### src/rtl/dreq_pkg.sv
package dreq_pkg;

  localparam int IN_W  = 168;
  localparam int OUT_W = 56;
  localparam int DIV_NW = 24;
  localparam int DIV_DW = 15;
  localparam int KEY_BYTES = 4;

  // services
  localparam logic [7:0] SID_SHOW = 8'h01;
  localparam logic [7:0] SID_SEC  = 8'h27;
  localparam logic [7:0] SID_DL   = 8'h34;
  localparam logic [7:0] RSP_OFS  = 8'h40;
  localparam logic [7:0] RSP_NEG  = 8'h7F;
  localparam logic [7:0] NRC_BAD_KEY = 8'h35;
  localparam logic [7:0] DL_FMT   = 8'h44;
  localparam logic [7:0] DL_LEN_FMT = 8'h20;
  localparam logic [7:0] SEC_SEED = 8'h03;
  localparam logic [7:0] SEC_KEY  = 8'h04;

  // PIDs
  localparam logic [7:0] PID_SUP00 = 8'h00;
  localparam logic [7:0] PID_MON   = 8'h01;
  localparam logic [7:0] PID_LOAD  = 8'h04;
  localparam logic [7:0] PID_TEMP  = 8'h05;
  localparam logic [7:0] PID_RPM   = 8'h0C;
  localparam logic [7:0] PID_THR   = 8'h11;
  localparam logic [7:0] PID_STD   = 8'h1C;
  localparam logic [7:0] PID_RUN   = 8'h1F;
  localparam logic [7:0] PID_SUP20 = 8'h20;
  localparam logic [7:0] PID_DIST  = 8'h21;
  localparam logic [7:0] PID_FUEL  = 8'h2F;
  localparam logic [7:0] PID_SUP40 = 8'h40;
  localparam logic [7:0] PID_FTYPE = 8'h51;
  localparam logic [7:0] PID_SUP60 = 8'h60;
  localparam logic [7:0] PID_TREQ  = 8'h61;
  localparam logic [7:0] PID_TACT  = 8'h62;
  localparam logic [7:0] PID_TREF  = 8'h63;

  localparam logic REG_KEY_MUL = 1'b0;
  localparam logic REG_KEY_XOR = 1'b1;

  typedef struct packed {
    logic              start;
    logic [DIV_NW-1:0] num;
    logic [DIV_DW-1:0] den;
  } div_req_t;

  typedef struct packed {
    logic              done;
    logic [DIV_NW-1:0] quo;
  } div_rsp_t;

  typedef struct packed {
    logic        start;
    logic [31:0] seed;
    logic [31:0] mult;
    logic [31:0] mask;
    logic [31:0] resp;
  } key_req_t;

  typedef struct packed {
    logic done;
    logic ok;
  } key_rsp_t;

  // 255 * a
  function automatic logic [DIV_NW-1:0] mul255(input logic [15:0] a);
    return {a, 8'h00} - {8'h00, a};
  endfunction

  // 100 * a = 64a + 32a + 4a
  function automatic logic [DIV_NW-1:0] mul100(input logic [15:0] a);
    return {2'b00, a, 6'b0} + {3'b000, a, 5'b0} + {6'b0, a, 2'b00};
  endfunction

endpackage

### src/rtl/diag_request_responder.sv
// Diagnostic request responder. One request transaction in, at most one reply
// transaction out (requests that get no reply produce nothing on m_*). Only
// one request is worked on at a time: s_tready is high only while the block
// is idle and out of reset, but a finished reply may still sit in the output
// register while the next request is taken. The key check compares four key
// bytes, one per cycle; the load, temperature, torque and throttle PIDs go
// through the bit-serial divider (24 quotient bits, one per cycle; throttle
// needs two passes). A zero available torque forces the torque byte to zero
// instead of the quotient. Key registers must be written via
// cfg_we/cfg_index/cfg_wdata while idle: that binds the user, as the block
// itself does not enforce it. Reset clears them and locks the block.
module diag_request_responder
  import dreq_pkg::*;
(
  input  logic             clk,
  input  logic             rst,
  // request: service_id, param_byte, payload_word, random_word,
  // torque_actual, torque_requested, torque_available, system_temp,
  // motor_speed, throttle_level (lowest bits first)
  input  logic             s_tvalid,
  output logic             s_tready,
  input  logic [IN_W-1:0]  s_tdata,
  // reply: reply_length, reply_byte0 .. reply_byte5, zero pad
  output logic             m_tvalid,
  input  logic             m_tready,
  output logic [OUT_W-1:0] m_tdata,
  input  logic             cfg_we,
  input  logic             cfg_index,
  input  logic [31:0]      cfg_wdata
);

  typedef enum logic [4:0] {
    S_IDLE = 5'b00001,
    S_DIV1 = 5'b00010,
    S_DIV2 = 5'b00100,
    S_KEY  = 5'b01000,
    S_FIN  = 5'b10000
  } state_t;

  state_t state, state_next;

  // config and security state
  logic [31:0] key_mul;
  logic [31:0] key_xor;
  logic        unlocked;
  logic        seed_fresh;
  logic [31:0] seed_value;

  // request fields off the bus
  logic [7:0]  in_sid, in_prm;
  logic [31:0] in_pay, in_rnd;
  logic [15:0] in_tact, in_treq, in_temp;
  logic [14:0] in_tav;
  logic [13:0] in_speed;
  logic [10:0] in_thr;

  assign in_sid   = s_tdata[7:0];
  assign in_prm   = s_tdata[15:8];
  assign in_pay   = s_tdata[47:16];
  assign in_rnd   = s_tdata[79:48];
  assign in_tact  = s_tdata[95:80];
  assign in_treq  = s_tdata[111:96];
  assign in_tav   = s_tdata[126:112];
  assign in_temp  = s_tdata[142:127];
  assign in_speed = s_tdata[156:143];
  assign in_thr   = s_tdata[167:157];

  // latched request
  logic [7:0]  sid_q, prm_q;
  logic [31:0] pay_q, rnd_q;
  logic [14:0] tav_q;
  logic [13:0] speed_q;
  logic        neg_q;

  logic        s_acc;
  assign s_tready = (state == S_IDLE) && !rst;
  assign s_acc    = s_tvalid && s_tready;

  // divider operand pick at accept
  logic        is_show;
  logic        need_div;
  logic [15:0] sel_val;
  logic        sel_neg;
  logic [15:0] sel_abs;
  logic [DIV_NW-1:0] in_num;
  logic [DIV_DW-1:0] in_den;

  assign is_show  = (in_sid == SID_SHOW);
  assign need_div = is_show && (in_prm == PID_LOAD || in_prm == PID_TEMP ||
                    in_prm == PID_THR || in_prm == PID_TREQ || in_prm == PID_TACT);

  always_comb begin
    unique case (in_prm)
      PID_TREQ: sel_val = in_treq;
      PID_TEMP: sel_val = in_temp;
      default:  sel_val = in_tact;
    endcase
    sel_neg = sel_val[15];
    sel_abs = sel_neg ? (16'h0000 - sel_val) : sel_val;
    unique case (in_prm)
      PID_LOAD: begin
        in_num = mul255(sel_abs);
        in_den = in_tav;
      end
      PID_TEMP: begin
        in_num = {8'h00, sel_abs};
        in_den = DIV_DW'(10);
      end
      PID_THR: begin
        in_num = in_thr[10] ? '0 : {13'b0, in_thr};
        in_den = DIV_DW'(10);
      end
      default: begin
        in_num = mul100(sel_abs);
        in_den = in_tav;
      end
    endcase
  end

  div_req_t div_req;
  div_rsp_t div_rsp;
  key_req_t key_req;
  key_rsp_t key_rsp;

  // throttle second pass: 255 * (thr/10) / 100
  always_comb begin
    if (state == S_DIV1) begin
      div_req.start = div_rsp.done && (prm_q == PID_THR);
      div_req.num   = mul255({9'b0, div_rsp.quo[6:0]});
      div_req.den   = DIV_DW'(100);
    end else begin
      div_req.start = s_acc && need_div;
      div_req.num   = in_num;
      div_req.den   = in_den;
    end
  end

  assign key_req.start = s_acc && (in_sid == SID_SEC) && (in_prm == SEC_KEY) && seed_fresh;
  assign key_req.seed  = seed_value;
  assign key_req.mult  = key_mul;
  assign key_req.mask  = key_xor;
  assign key_req.resp  = in_pay;

  dreq_div u_div (
    .clk (clk),
    .rst (rst),
    .req (div_req),
    .rsp (div_rsp)
  );

  dreq_key u_key (
    .clk (clk),
    .rst (rst),
    .req (key_req),
    .rsp (key_rsp)
  );

  logic key_ok_q;

  // reply build
  logic        fin_go;
  logic        has_reply;
  logic [2:0]  rlen;
  logic [7:0]  r0, r1, r2, r3, r4, r5;
  logic        set_seed, set_unlock, clr_fresh;
  logic [7:0]  tq_mag, tq_sgn, tq_byte;
  logic [12:0] temp_q;

  assign fin_go = (state == S_FIN) && (!m_tvalid || m_tready);
  assign tq_mag = div_rsp.quo[7:0];
  assign tq_sgn = neg_q ? (8'h00 - tq_mag) : tq_mag;
  assign tq_byte = (tav_q == '0) ? 8'h00 : tq_sgn;
  assign temp_q = div_rsp.quo[12:0];

  always_comb begin
    has_reply  = 1'b0;
    rlen       = 3'd0;
    r0 = 8'h00; r1 = 8'h00; r2 = 8'h00; r3 = 8'h00; r4 = 8'h00; r5 = 8'h00;
    set_seed   = 1'b0;
    set_unlock = 1'b0;
    clr_fresh  = 1'b0;
    if (sid_q == SID_SHOW) begin
      has_reply = 1'b1;
      r0 = SID_SHOW | RSP_OFS;
      r1 = prm_q;
      unique case (prm_q)
        PID_SUP00: begin rlen = 3'd6; r2 = 8'hD8; r3 = 8'h10; r4 = 8'h80; r5 = 8'h13; end
        PID_MON:   rlen = 3'd6;
        PID_LOAD:  begin rlen = 3'd3; r2 = tq_byte; end
        PID_TEMP: begin
          rlen = 3'd3;
          if (neg_q) begin
            r2 = (temp_q > 13'd40) ? 8'h00 : 8'(13'd40 - temp_q);
          end else begin
            r2 = (temp_q > 13'd215) ? 8'hFF : 8'(temp_q + 13'd40);
          end
        end
        PID_RPM:   begin rlen = 3'd4; r2 = speed_q[13:6]; r3 = {speed_q[5:0], 2'b00}; end
        PID_THR:   begin rlen = 3'd3; r2 = div_rsp.quo[7:0]; end
        PID_STD:   begin rlen = 3'd3; r2 = 8'h01; end
        PID_RUN:   rlen = 3'd4;
        PID_SUP20: begin rlen = 3'd6; r5 = 8'h01; end
        PID_DIST:  rlen = 3'd4;
        PID_FUEL:  rlen = 3'd3;
        PID_SUP40: begin rlen = 3'd6; r4 = 8'h80; r5 = 8'h01; end
        PID_FTYPE: begin rlen = 3'd3; r2 = 8'h08; end
        PID_SUP60: begin rlen = 3'd6; r2 = 8'hE0; end
        PID_TREQ, PID_TACT: begin rlen = 3'd3; r2 = tq_byte + 8'd125; end
        PID_TREF:  begin rlen = 3'd4; r2 = {1'b0, tav_q[14:8]}; r3 = tav_q[7:0]; end
        default:   has_reply = 1'b0;
      endcase
    end else if (sid_q == SID_SEC) begin
      r0 = SID_SEC | RSP_OFS;
      r1 = prm_q;
      if (prm_q == SEC_SEED) begin
        has_reply = 1'b1;
        rlen = 3'd6;
        if (!unlocked) begin
          set_seed = 1'b1;
          r2 = rnd_q[7:0]; r3 = rnd_q[15:8]; r4 = rnd_q[23:16]; r5 = rnd_q[31:24];
        end
      end else if (prm_q == SEC_KEY && seed_fresh) begin
        has_reply = 1'b1;
        if (key_ok_q) begin
          set_unlock = 1'b1;
          rlen = 3'd2;
        end else begin
          clr_fresh = 1'b1;
          rlen = 3'd3;
          r0 = RSP_NEG; r1 = SID_SEC; r2 = NRC_BAD_KEY;
        end
      end
    end else if (sid_q == SID_DL) begin
      // format byte is request byte 5, the top byte of the payload word
      if (prm_q == 8'h00 && pay_q[31:24] == DL_FMT && unlocked) begin
        has_reply = 1'b1;
        rlen = 3'd4;
        r0 = SID_DL | RSP_OFS; r1 = DL_LEN_FMT; r2 = 8'h01; r3 = 8'h02;
      end
    end
  end

  // sequencer
  always_comb begin
    state_next = state;
    unique case (state)
      S_IDLE: begin
        if (s_acc) begin
          if (need_div)             state_next = S_DIV1;
          else if (key_req.start)   state_next = S_KEY;
          else                      state_next = S_FIN;
        end
      end
      S_DIV1: if (div_rsp.done) state_next = (prm_q == PID_THR) ? S_DIV2 : S_FIN;
      S_DIV2: if (div_rsp.done) state_next = S_FIN;
      S_KEY:  if (key_rsp.done) state_next = S_FIN;
      S_FIN:  if (fin_go) state_next = S_IDLE;
      default: state_next = S_IDLE;
    endcase
  end

  always_ff @(posedge clk) begin
    if (rst) begin
      state      <= S_IDLE;
      key_mul    <= '0;
      key_xor    <= '0;
      unlocked   <= 1'b0;
      seed_fresh <= 1'b0;
      seed_value <= '0;
      m_tvalid   <= 1'b0;
    end else begin
      state <= state_next;
      if (cfg_we) begin
        unique case (cfg_index)
          REG_KEY_MUL: key_mul <= cfg_wdata;
          REG_KEY_XOR: key_xor <= cfg_wdata;
          default: ;
        endcase
      end
      if (s_acc) begin
        sid_q   <= in_sid;
        prm_q   <= in_prm;
        pay_q   <= in_pay;
        rnd_q   <= in_rnd;
        tav_q   <= in_tav;
        speed_q <= in_speed;
        neg_q   <= sel_neg;
      end
      if (key_rsp.done) key_ok_q <= key_rsp.ok;
      if (fin_go) begin
        if (set_seed) begin
          seed_value <= rnd_q;
          seed_fresh <= 1'b1;
        end
        if (set_unlock) unlocked <= 1'b1;
        if (clr_fresh) seed_fresh <= 1'b0;
      end
      // a new reply may replace one taken in the same cycle
      if (fin_go && has_reply) begin
        m_tvalid <= 1'b1;
        m_tdata  <= {5'b0, r5, r4, r3, r2, r1, r0, rlen};
      end else if (m_tvalid && m_tready) begin
        m_tvalid <= 1'b0;
      end
    end
  end

endmodule

### src/rtl/dreq_div.sv
module dreq_div
  import dreq_pkg::*;
(
  input  logic     clk,
  input  logic     rst,
  input  div_req_t req,
  output div_rsp_t rsp
);

  // restoring divider, one quotient bit per cycle
  logic [DIV_DW-1:0] rem;
  logic [DIV_NW-1:0] quo;
  logic [DIV_DW-1:0] den;
  logic [4:0]        cnt;
  logic              busy;
  logic              done;
  logic [DIV_DW:0]   trial;
  logic [DIV_DW+1:0] diff;
  logic              borrow;

  assign trial  = {rem, quo[DIV_NW-1]};
  assign diff   = {1'b0, trial} - {2'b00, den};
  assign borrow = diff[DIV_DW+1];

  always_ff @(posedge clk) begin
    if (rst) begin
      busy <= 1'b0;
      done <= 1'b0;
    end else begin
      done <= 1'b0;
      if (req.start) begin
        busy <= 1'b1;
        cnt  <= 5'(DIV_NW);
        rem  <= '0;
        quo  <= req.num;
        den  <= req.den;
      end else if (busy) begin
        rem <= borrow ? trial[DIV_DW-1:0] : diff[DIV_DW-1:0];
        quo <= {quo[DIV_NW-2:0], ~borrow};
        cnt <= cnt - 5'd1;
        if (cnt == 5'd1) begin
          busy <= 1'b0;
          done <= 1'b1;
        end
      end
    end
  end

  assign rsp.done = done;
  assign rsp.quo  = quo;

endmodule

### src/rtl/dreq_key.sv
module dreq_key
  import dreq_pkg::*;
(
  input  logic     clk,
  input  logic     rst,
  input  key_req_t req,
  output key_rsp_t rsp
);

  // one key byte per cycle: (seed*mul ^ mask) low byte vs. response byte
  logic [31:0] seed;
  logic [31:0] mult;
  logic [31:0] mask;
  logic [31:0] resp;
  logic [1:0]  cnt;
  logic        busy;
  logic        done;
  logic        ok;
  logic [15:0] prod;
  logic        match;

  assign prod  = seed[7:0] * mult[7:0];
  assign match = ((prod[7:0] ^ mask[7:0]) == resp[31:24]);

  always_ff @(posedge clk) begin
    if (rst) begin
      busy <= 1'b0;
      done <= 1'b0;
    end else begin
      done <= 1'b0;
      if (req.start) begin
        busy <= 1'b1;
        cnt  <= '0;
        ok   <= 1'b1;
        seed <= req.seed;
        mult <= req.mult;
        mask <= req.mask;
        resp <= req.resp;
      end else if (busy) begin
        ok   <= ok & match;
        seed <= {8'h00, seed[31:8]};
        mult <= {8'h00, mult[31:8]};
        mask <= {8'h00, mask[31:8]};
        resp <= {resp[23:0], 8'h00};
        cnt  <= cnt + 2'd1;
        if (cnt == 2'(KEY_BYTES - 1)) begin
          busy <= 1'b0;
          done <= 1'b1;
        end
      end
    end
  end

  assign rsp.done = done;
  assign rsp.ok   = ok;

endmodule

### config.mk
export PLATFORM = sky130hd
export DESIGN_NAME = diag_request_responder
export DESIGN_NICKNAME = d
export VERILOG_FILES = /design/src/rtl/dreq_pkg.sv /design/src/rtl/diag_request_responder.sv /design/src/rtl/dreq_div.sv /design/src/rtl/dreq_key.sv
export SDC_FILE = /design/constraint.sdc
export NUM_CORES = 1
export LEC_CHECK = 0
export CAP_MARGIN = 5
export CORE_MARGIN = 2
export CORE_UTILIZATION = 62
export CTS_CLUSTER_DIAMETER = 200
export CTS_CLUSTER_SIZE = 8
export DETAILED_ROUTE_END_ITERATION = 16
export DONT_BUFFER_PORTS = 1
export PLACE_DENSITY = 0.78
export REMOVE_ABC_BUFFERS = 1
export SETUP_SLACK_MARGIN = 0.2
export SYNTH_ARGS = -nofsm -noshare
export SYNTH_HDL_FRONTEND = slang
export SYNTH_SLANG_ARGS = --single-unit
### constraint.sdc
create_clock -name clk -period 22.1 [get_ports clk]
set_input_delay 6.63 -clock clk [delete_from_list [all_inputs] [get_ports clk]]
set_output_delay 6.63 -clock clk [all_outputs]
set_load 0.005 [all_outputs]
Word-level counts from Yosys, hierarchy flattened --
Cells that the tools add are included.
Storage, ports and cells: register bits 460, input bits 206, output and inout bits 58, logic and storage cells 260
Cells by class: add/subtract/negate cells 12, $mul 1, magnitude comparators 2, equal/unequal tests 41, muxes and demuxes 115, bitwise logic cells 7, reductions and logical operators 50
Operators by type and width (count):
- $mux 32 | 8
- $mux 8 | 28
- $pmux 8 s10 | 1
- $eq 8x7->1 const B | 9
- $pmux 24 s3 | 1
- $mux 5 | 12
- $eq 8x6->1 const B | 6
- $mux 24 | 2
- $mux 15 | 3
- $mux 40 | 1
- $mux 1 | 37
- $eq 8x3->1 const B | 4
- $eq 8x5->1 const B | 4
- $pmux 16 s2 | 1
- $pmux 5 s5 | 1
- $add 23x18->24 | 1
- $eq 8x1->1 const B | 3
- $mux 6 | 4
- $pmux 8 s3 | 1
- $sub 24x16->24 | 1
- $add 22x21->23 | 1
- $reduce_and 2->1 | 11
- $reduce_or 17->1 | 1
- $sub 16x15->17 | 1
- other kinds (44) | 86

Depth between registers and ports, before layout --
Gate-level depths: netlist of the first run.
word-level depth 10, gate-level depth with buffers 30, depth with buffers taken out 27

Cells and area by module --
From an unflattened synthesis of the first run, not the netlist that was laid out.
Second synthesis, totals: cells, all modules 2101, area, all modules 22962.0 sq um
Modules (own cells, without submodules):
- diag_request_responder | times used 1, cells each 1423, area each 13264.0 sq um, seq. area each 6165.9 sq um
- dreq_key | times used 1, cells each 408, area each 6428.7 sq um, seq. area each 3973.8 sq um
- dreq_div | times used 1, cells each 270, area each 3269.4 sq um, seq. area each 1811.7 sq um

Worst setup path after synthesis of the first run --
Ideal clock, no wire load.
kind input-to-output, start in rst, end out s_tready, arrival time 6767 ps, data required time 15470 ps, path slack 8703 ps, cell stages on the path 1, buffers on the path 0, path through nor2_1
Between the ends: word-level cells in the longest chain between the ends 2
RTL lines:
- from (decl) | line diag_request_responder.sv:16 | input logic rst,
- $logic_not 1->1 | line diag_request_responder.sv:76 | assign s_tready = (state == S_IDLE) && !rst;
- $logic_and 1x1->1 | line diag_request_responder.sv:76
- to (decl) | line diag_request_responder.sv:21 | output logic s_tready,
Every way passes these cells.

Final worst setup path of the first run --
Ends and elaborated chain as after synthesis.

==> results_dict.tcl, run 1 <==
set metrics [dict create \
    status "complete, no violations" \
    clk_pin_slew_ns 0.05 \
    drt-initial-drc-count 1530 \
    post_cts_resized 0 \
    die_area_mm2 0.03808 \
    swShare 0.2510 \
    fin_cells 2629 \
    antenna_found_initial 1 \
    dpl_cell_area_mm2 0.02307 \
    comb_power_share 0.111 \
    rr_endpoint "m_tdata[46]$_SDFFCE_PP0P_" \
    vdd.ir_drop.worst_v 0.00007274 \
    start_util 0.6247 \
    crit_path_start "rst" \
    tritoncts "built" \
    ys_async_sr_fraction 0 \
    cts_post_setup_buffers_inserted 0 \
    fp.dieW_um 195.1 \
    dr.pass1.iters 7 \
    clock-sinks 434 \
    grt_pass1_wl_um 91620 \
    fmax_ghz 0.07357 \
    final_core_util 0.6851 \
    grt_pass1_vias 16010 \
    drv_cap 0 \
    synthFlopType "edfxtp_1" \
    synthToLayoutAreaGrowth_pct 9.672 \
    fillers 2682 \
    multi_input_area_mm2 0.01002 \
    vias 16610 \
    htreeDepth 2 \
    syn_area_per_cell_um2 10.67 \
    crit_path_start_kind "primary input" \
    design_area_mm2 0.02484 \
    path_class "primary input to primary output" \
    track_usage 0.3118 \
    gp_congestion 0.9355 \
    slew_headroom 0.2003 \
    cts.path.max_buffers 3 \
    wl_per_cell_um 22.76 \
    intPower_mw 1.508 \
    cp_num_cells 1 \
    critPathMaxFanout 112 \
    skew_ns 0.02443 \
    ys_seq_area_frac 0.5276 \
    setup-tns-final_ns 0 \
    portBuffers 0 \
    synthCells 2122 \
    ios 264 \
    ant_nets 0 \
    ys_seq_elements 434 \
    synth_cell_types 88 \
    wl_met3_um 5545 \
    core_area_mm2 0.03626 \
    top_layer "met4" \
    required_ns 15.47 \
    fin_crit_ns 13.59 \
    yosysWarnings 0 \
    rrSetupSlack_ns 17.84 \
    syn_area_mm2 0.02265 \
    finalHoldViolCount 0 \
    worst_pin_slew_ns 1.197 \
    clkLatencyLatePin_ns 0.63 \
    met2_length_um 27620 \
    crit_buf_inv 0 \
    post-route-drc-count 0 \
    synth_edf_count 326 \
    whs_path_depth 2 \
    hpwl_um 41070 \
    setup_violations 0 \
    p_leak_nw 9.492 \
    seq_power_share 0.462 \
    r2r_start "prm_q[5]$_DFFE_PP_" \
    nets 2407 \
    overflow 0 \
    cts_root_buf "clkbuf_16" \
    fin_crit_sh 0.6150 \
    wl_um 59830 \
    m1WireLength_um 25040 \
    worstPathArrival_ns 6.96 \
    rr_worst_depth 9 \
    path_cells "nor2_1" \
    hp-class "flip-flop to flip-flop" \
    powerDensity_mw_per_mm2 81.05 \
    vias_per_cell 6.319 \
    rsz0062_at_grt "no" \
    crit_path_top_delay_cell "nor2_1" \
    die_y_um 195.1 \
    regArea_mm2 0.01195 \
    cpPeakStageDelay_ns 0.23 \
    dp.cells 2512 \
    crit_family "simple AND/OR/NAND/NOR gates" \
    cp-endpoint "s_tready" \
    slew_violations 0 \
    drive_above_1_share 0.1085 \
    cts_hold_buf 0 \
    switchingPower_mw 0.5054 \
    total_power_mw 2.013 \
    crit_path_end_kind "primary output" \
    p_clk_frac 0.427 \
    row_count 70 \
    grt_max_degree 113 \
    cts_made_buffers 60 \
]
cell type report:
class,count,area share
Inverter,81,0.01229
Tap cell,468,0.02357
Multi-Input combinational cell,1502,0.4034
Timing Repair Buffer,27,0.008160
Clock buffer,110,0.06885
Sequential cell,434,0.4811
Clock inverter,3,0.002216
Antenna cell,4,0.0004029
per-layer routing:
metal	track usage	vias to the layer above
met5	0	-
met4	0.09471	0
met3	0.07444	107
met2	0.4954	785
met1	0.4283	8047
li1	-	7674
power groups by stage:
stage / clock, mW / combinational [mW] / sequential, mW
after floorplan: 0 / 0.169 / 0.933
after global placement: 0 / 0.218 / 0.942
after detailed placement: 0 / 0.219 / 0.943
after CTS: 0.868 / 0.220 / 0.928
after global routing: 0.903 / 0.250 / 0.931
final: 0.860 / 0.224 / 0.929
tightest hold or removal path: cells and delay by family, from the launching register on:
kind             cells  cell delay (ns)
AND/OR/NAND/NOR      1             0.05
flip-flops           1             0.30
AO/OA/AOI/OAI        1             0.05
worst min-delay path by stage:
| stage | start | to | slack (ns) |
|---|---|---|---|
| floorplan | key_mul[24]$_SDFFE_PP0P_ | key_mul[24]$_SDFFE_PP0P_ | 0.43 |
| global placement | seed_value[26]$_SDFFE_PP0P_ | seed_value[26]$_SDFFE_PP0P_ | 0.43 |
| detailed placement | key_mul[30]$_SDFFE_PP0P_ | key_mul[30]$_SDFFE_PP0P_ | 0.44 |
| CTS | key_mul[30]$_SDFFE_PP0P_ | key_mul[30]$_SDFFE_PP0P_ | 0.44 |
| global route | key_mul[30]$_SDFFE_PP0P_ | key_mul[30]$_SDFFE_PP0P_ | 0.46 |
| finish | key_mul[27]$_SDFFE_PP0P_ | key_mul[27]$_SDFFE_PP0P_ | 0.45 |
synth_stat cells, types with 6 or more instances:
cell type	instances	share of area
a21boi_0	6	0.0020
dfxtp_1	108	0.095
o21ai_0	73	0.016
a22oi_1	19	0.0063
nand2b_1	15	0.0041
xor2_1	29	0.011
and3_1	34	0.0094
and2_1	70	0.019
o211ai_1	9	0.0030
a31oi_1	17	0.0047
a22o_1	8	0.0031
a211oi_1	12	0.0040
nor3_1	25	0.0055
a21o_1	26	0.0086
or3_1	12	0.0033
buf_4	10	0.0033
o31a_1	8	0.0031
xnor2_1	75	0.029
a221oi_1	16	0.0062
fa_1	15	0.013
nor4_1	25	0.0069
a21oi_1	173	0.038
inv_1	79	0.013
o21a_1	6	0.0020
buf_1	9	0.0015
clkbuf_1	85	0.014
nor2_1	115	0.019
o311ai_0	6	0.0023
or4_1	10	0.0033
o31ai_1	7	0.0023
nor2b_1	14	0.0039
buf_2	6	0.0013
mux2_2	99	0.049
ha_1	80	0.044
nand2_1	336	0.056
nand3_1	42	0.0093
a222oi_1	7	0.0031
edfxtp_1	326	0.43
nand4_1	13	0.0036
per-stage QoR:
| step | hold WS, ns | worst slack, ns |
|---|---|---|
| CTS | 0.4445 | 8.632 |
| global placement | 0.4325 | 8.635 |
| floorplan | 0.4257 | 8.703 |
| global route | 0.4620 | 8.561 |
| detailed placement | 0.4368 | 8.629 |
| finish | 0.4471 | 8.508 |
state kept, by name, summed over array words and instances, names as in the netlist, 2 cells and up:
signal and cells:
key_xor 32, state 5, key_mul 32, speed_q 14
prm_q 8, u_div.quo 24, tav_q 15, u_key.mult 32
u_key.resp 32, u_div.rem 15, pay_q 8, u_key.mask 32
u_div.den 15, sid_q 8, u_key.cnt 2, seed_value 32
u_div.cnt 5, m_tdata 49, u_key.seed 32, rnd_q 32
placed cells by master (no fill, tap or decap), types with 42 or more instances in the layout:
master	netlist	final
clkbuf_16	0	61
and2_1	70	70
edfxtp_1	326	326
inv_1	79	78
a21oi_1	173	173
nand3_1	42	42
clkbuf_1	85	49
ha_1	80	80
dfxtp_1	108	108
o21ai_0	73	73
mux2_2	99	99
nor2_1	115	113
nand2_1	336	335
xnor2_1	75	75
cell families after synthesis:
family | count (synthesis) | share of synthesized area
buffers and inverters | 191 | 0.03364
other | 1 | 0.0001656
muxes | 103 | 0.05099
DFF | 434 | 0.5276
adders and majority gates | 95 | 0.05745
AOI/OAI and AO/OA | 451 | 0.1308
and+or+nand+nor | 738 | 0.1551
xor gates and xnor gates | 109 | 0.04430
Power figures use the tool's default switching activity.
==> inputs of run 2 (changes only) <==
clock period = 13.6 ns   (was 22.1 ns; I/O delays follow)
==> run 2 against run 1 <==
  * Utilization shrank 0.062 points
  * Final cell count about the same
  * Sequential power is 63% higher
  * Non-clock buffer count up 1
  * Sequential share of layout area is essentially flat
==> results_dict.tcl, run 2 (synthesis results as in run 1) <==
set metrics [dict create \
    worstPathArrival_ns 10.51 \
    die_area_mm2 0.03808 \
    grt_pass1_vias 16310 \
    tritoncts "built" \
    setup_violations 0 \
    clkLatencyLatePin_ns 0.62 \
    grt_max_degree 113 \
    start_util 0.6247 \
    p_leak_nw 9.487 \
    top_register "m_tdata" \
    top_layer "met5" \
    row_count 70 \
    cts_made_buffers 60 \
    overflow 0 \
    rsz0062_at_grt "no" \
    vdd.ir_drop.worst_v 0.0001126 \
    wl_um 60440 \
    whs_path_depth 2 \
    critPathMaxFanout 18 \
    synthToLayoutAreaGrowth_pct 9.573 \
    setup-tns-final_ns 0 \
    post-route-drc-count 0 \
    r2r_start "u_key.seed[0]$_DFFE_PP_" \
    cts_post_setup_buffers_inserted 0 \
    wl_per_cell_um 23.01 \
    drt-initial-drc-count 1687 \
    slew_headroom 0.1750 \
    slew_violations 0 \
    post_cts_resized 0 \
    required_ns 13.96 \
    min_from "key_mul[15]$_SDFFE_PP0P_" \
    hpwl_um 41360 \
    drv_cap 0 \
    crit_path_end_kind "flip-flop" \
    portBuffers 0 \
    crit_path_start_kind "primary input" \
    drive_above_1_share 0.1081 \
    final_core_util 0.6845 \
    gp_congestion 0.8977 \
    hold_end "key_mul[15]$_SDFFE_PP0P_" \
    vias 16720 \
    worst_pin_slew_ns 1.235 \
    cts_hold_buf 0 \
    path_class "primary input to flip-flop" \
    clk_pin_slew_ns 0.05 \
    htreeDepth 2 \
    nets 2408 \
    final_common_cell "nand2_1" \
    rr_endpoint "u_key.ok$_SDFFCE_PP1P_" \
    wl_met3_um 6188 \
    core_area_mm2 0.03626 \
    rr_worst_depth 13 \
    status "complete, no violations" \
    track_usage 0.3149 \
    hp-class "flip-flop to flip-flop" \
    cts.path.max_buffers 3 \
    cts_root_buf "clkbuf_16" \
    grt_pass1_wl_um 92470 \
    m1WireLength_um 24220 \
    rrSetupSlack_ns 9.34 \
    ios 264 \
    fin_crit_sh 0.7469 \
    fp.dieW_um 195.1 \
    die_y_um 195.1 \
    fmax_ghz 0.09844 \
    skew_ns 0.01935 \
    fillers 2643 \
    dr.pass1.iters 7 \
    largest_reg_flops 49 \
    powerDensity_mw_per_mm2 131.5 \
    clock-sinks 434 \
    finalHoldViolCount 0 \
    vias_per_cell 6.365 \
    fin_crit_ns 10.16 \
    ant_nets 0 \
    met2_length_um 27890 \
    final_cell_mix "335 x nand2_1, 326 x edfxtp_1, 173 x a21oi_1, 114 x nor2_1, 108 x dfxtp_1" \
    antenna_found_initial 3 \
]
-- run 2: final cells by class --
class / instances / area [um2] / area share
Antenna cell: 3 / 7.507 / 0.0003025
Clock buffer: 108 / 1682 / 0.06776
Clock inverter: 3 / 58.81 / 0.002369
Inverter: 81 / 305.3 / 0.01230
Multi-Input combinational cell: 1502 / 10020 / 0.4037
Sequential cell: 434 / 11950 / 0.4816
Tap cell: 468 / 585.6 / 0.02359
Timing Repair Buffer: 28 / 210.2 / 0.008469
-- run 2: per-stage QoR --
| step | area (um2) | worst slack [ns] | instances | total power [mW] | hold WS (ns) |
|---|---|---|---|---|---|
| CTS | 24810 | 3.551 | 2624 | 3.272 | 0.4456 |
| finish | 24820 | 3.442 | 2627 | 3.264 | 0.4439 |
| detailed placement | 23070 | 2.926 | 2513 | 1.891 | 0.4378 |
| global route | 24810 | 2.926 | 2624 | 3.375 | 0.4626 |
| floorplan | 22210 | 2.877 | 2017 | 1.791 | 0.4257 |
| global placement | 23070 | 3.058 | 2513 | 1.885 | 0.4334 |
-- run 2: worst max path at each step --
stage / from / endpoint / cells after the start
2_1_floorplan: s_tdata[12] / u_key.cnt[0]$_SDFFCE_PP0P_ / 5
3_3_place_gp: s_tdata[15] / u_div.quo[21]$_DFFE_PP_ / 25
3_5_place_dp: s_tdata[15] / u_div.quo[21]$_DFFE_PP_ / 25
6_report: s_tdata[15] / u_div.quo[21]$_DFFE_PP_ / 25
5_1_grt: s_tdata[15] / u_div.quo[21]$_DFFE_PP_ / 25
4_1_cts: s_tdata[15] / u_div.quo[21]$_DFFE_PP_ / 25
-- run 2: critical path, stage by stage --
cell       delay, ns
nand4bb_1       0.23
nor2_1          0.71
o21ai_4         0.30
nand2_1         0.17
o21ai_2         0.15
inv_1           0.33
ha_1            0.31
inv_1           0.12
nor3_4          0.34
a41oi_1         0.26
xnor2_2         0.58
ha_1            0.35
ha_1            0.34
a21oi_1         0.25
o21bai_1        0.10
a21oi_1         0.21
o21ai_0         0.16
a211oi_1        0.35
o21ai_0         0.13
a21o_1          0.21
a31oi_1         0.24
o21ai_0         0.14
mux2_2          0.23
o211a_1         0.13
nand2_1         0.04
-- run 2: power by group --
part           switching, mW  internal, mW  total [mW]
combinational          0.223         0.144       0.366
clock                  0.562         0.827        1.39
sequential            0.0408          1.47        1.51
total                  0.825          2.44        3.26
-- run 2: metal layers --
layer / up-vias / GRT usage
met2: 868 / 0.4980
met3: 124 / 0.08152
met1: 8042 / 0.4176
li1: 7684 / -
met4: 2 / 0.1261
met5: - / 0
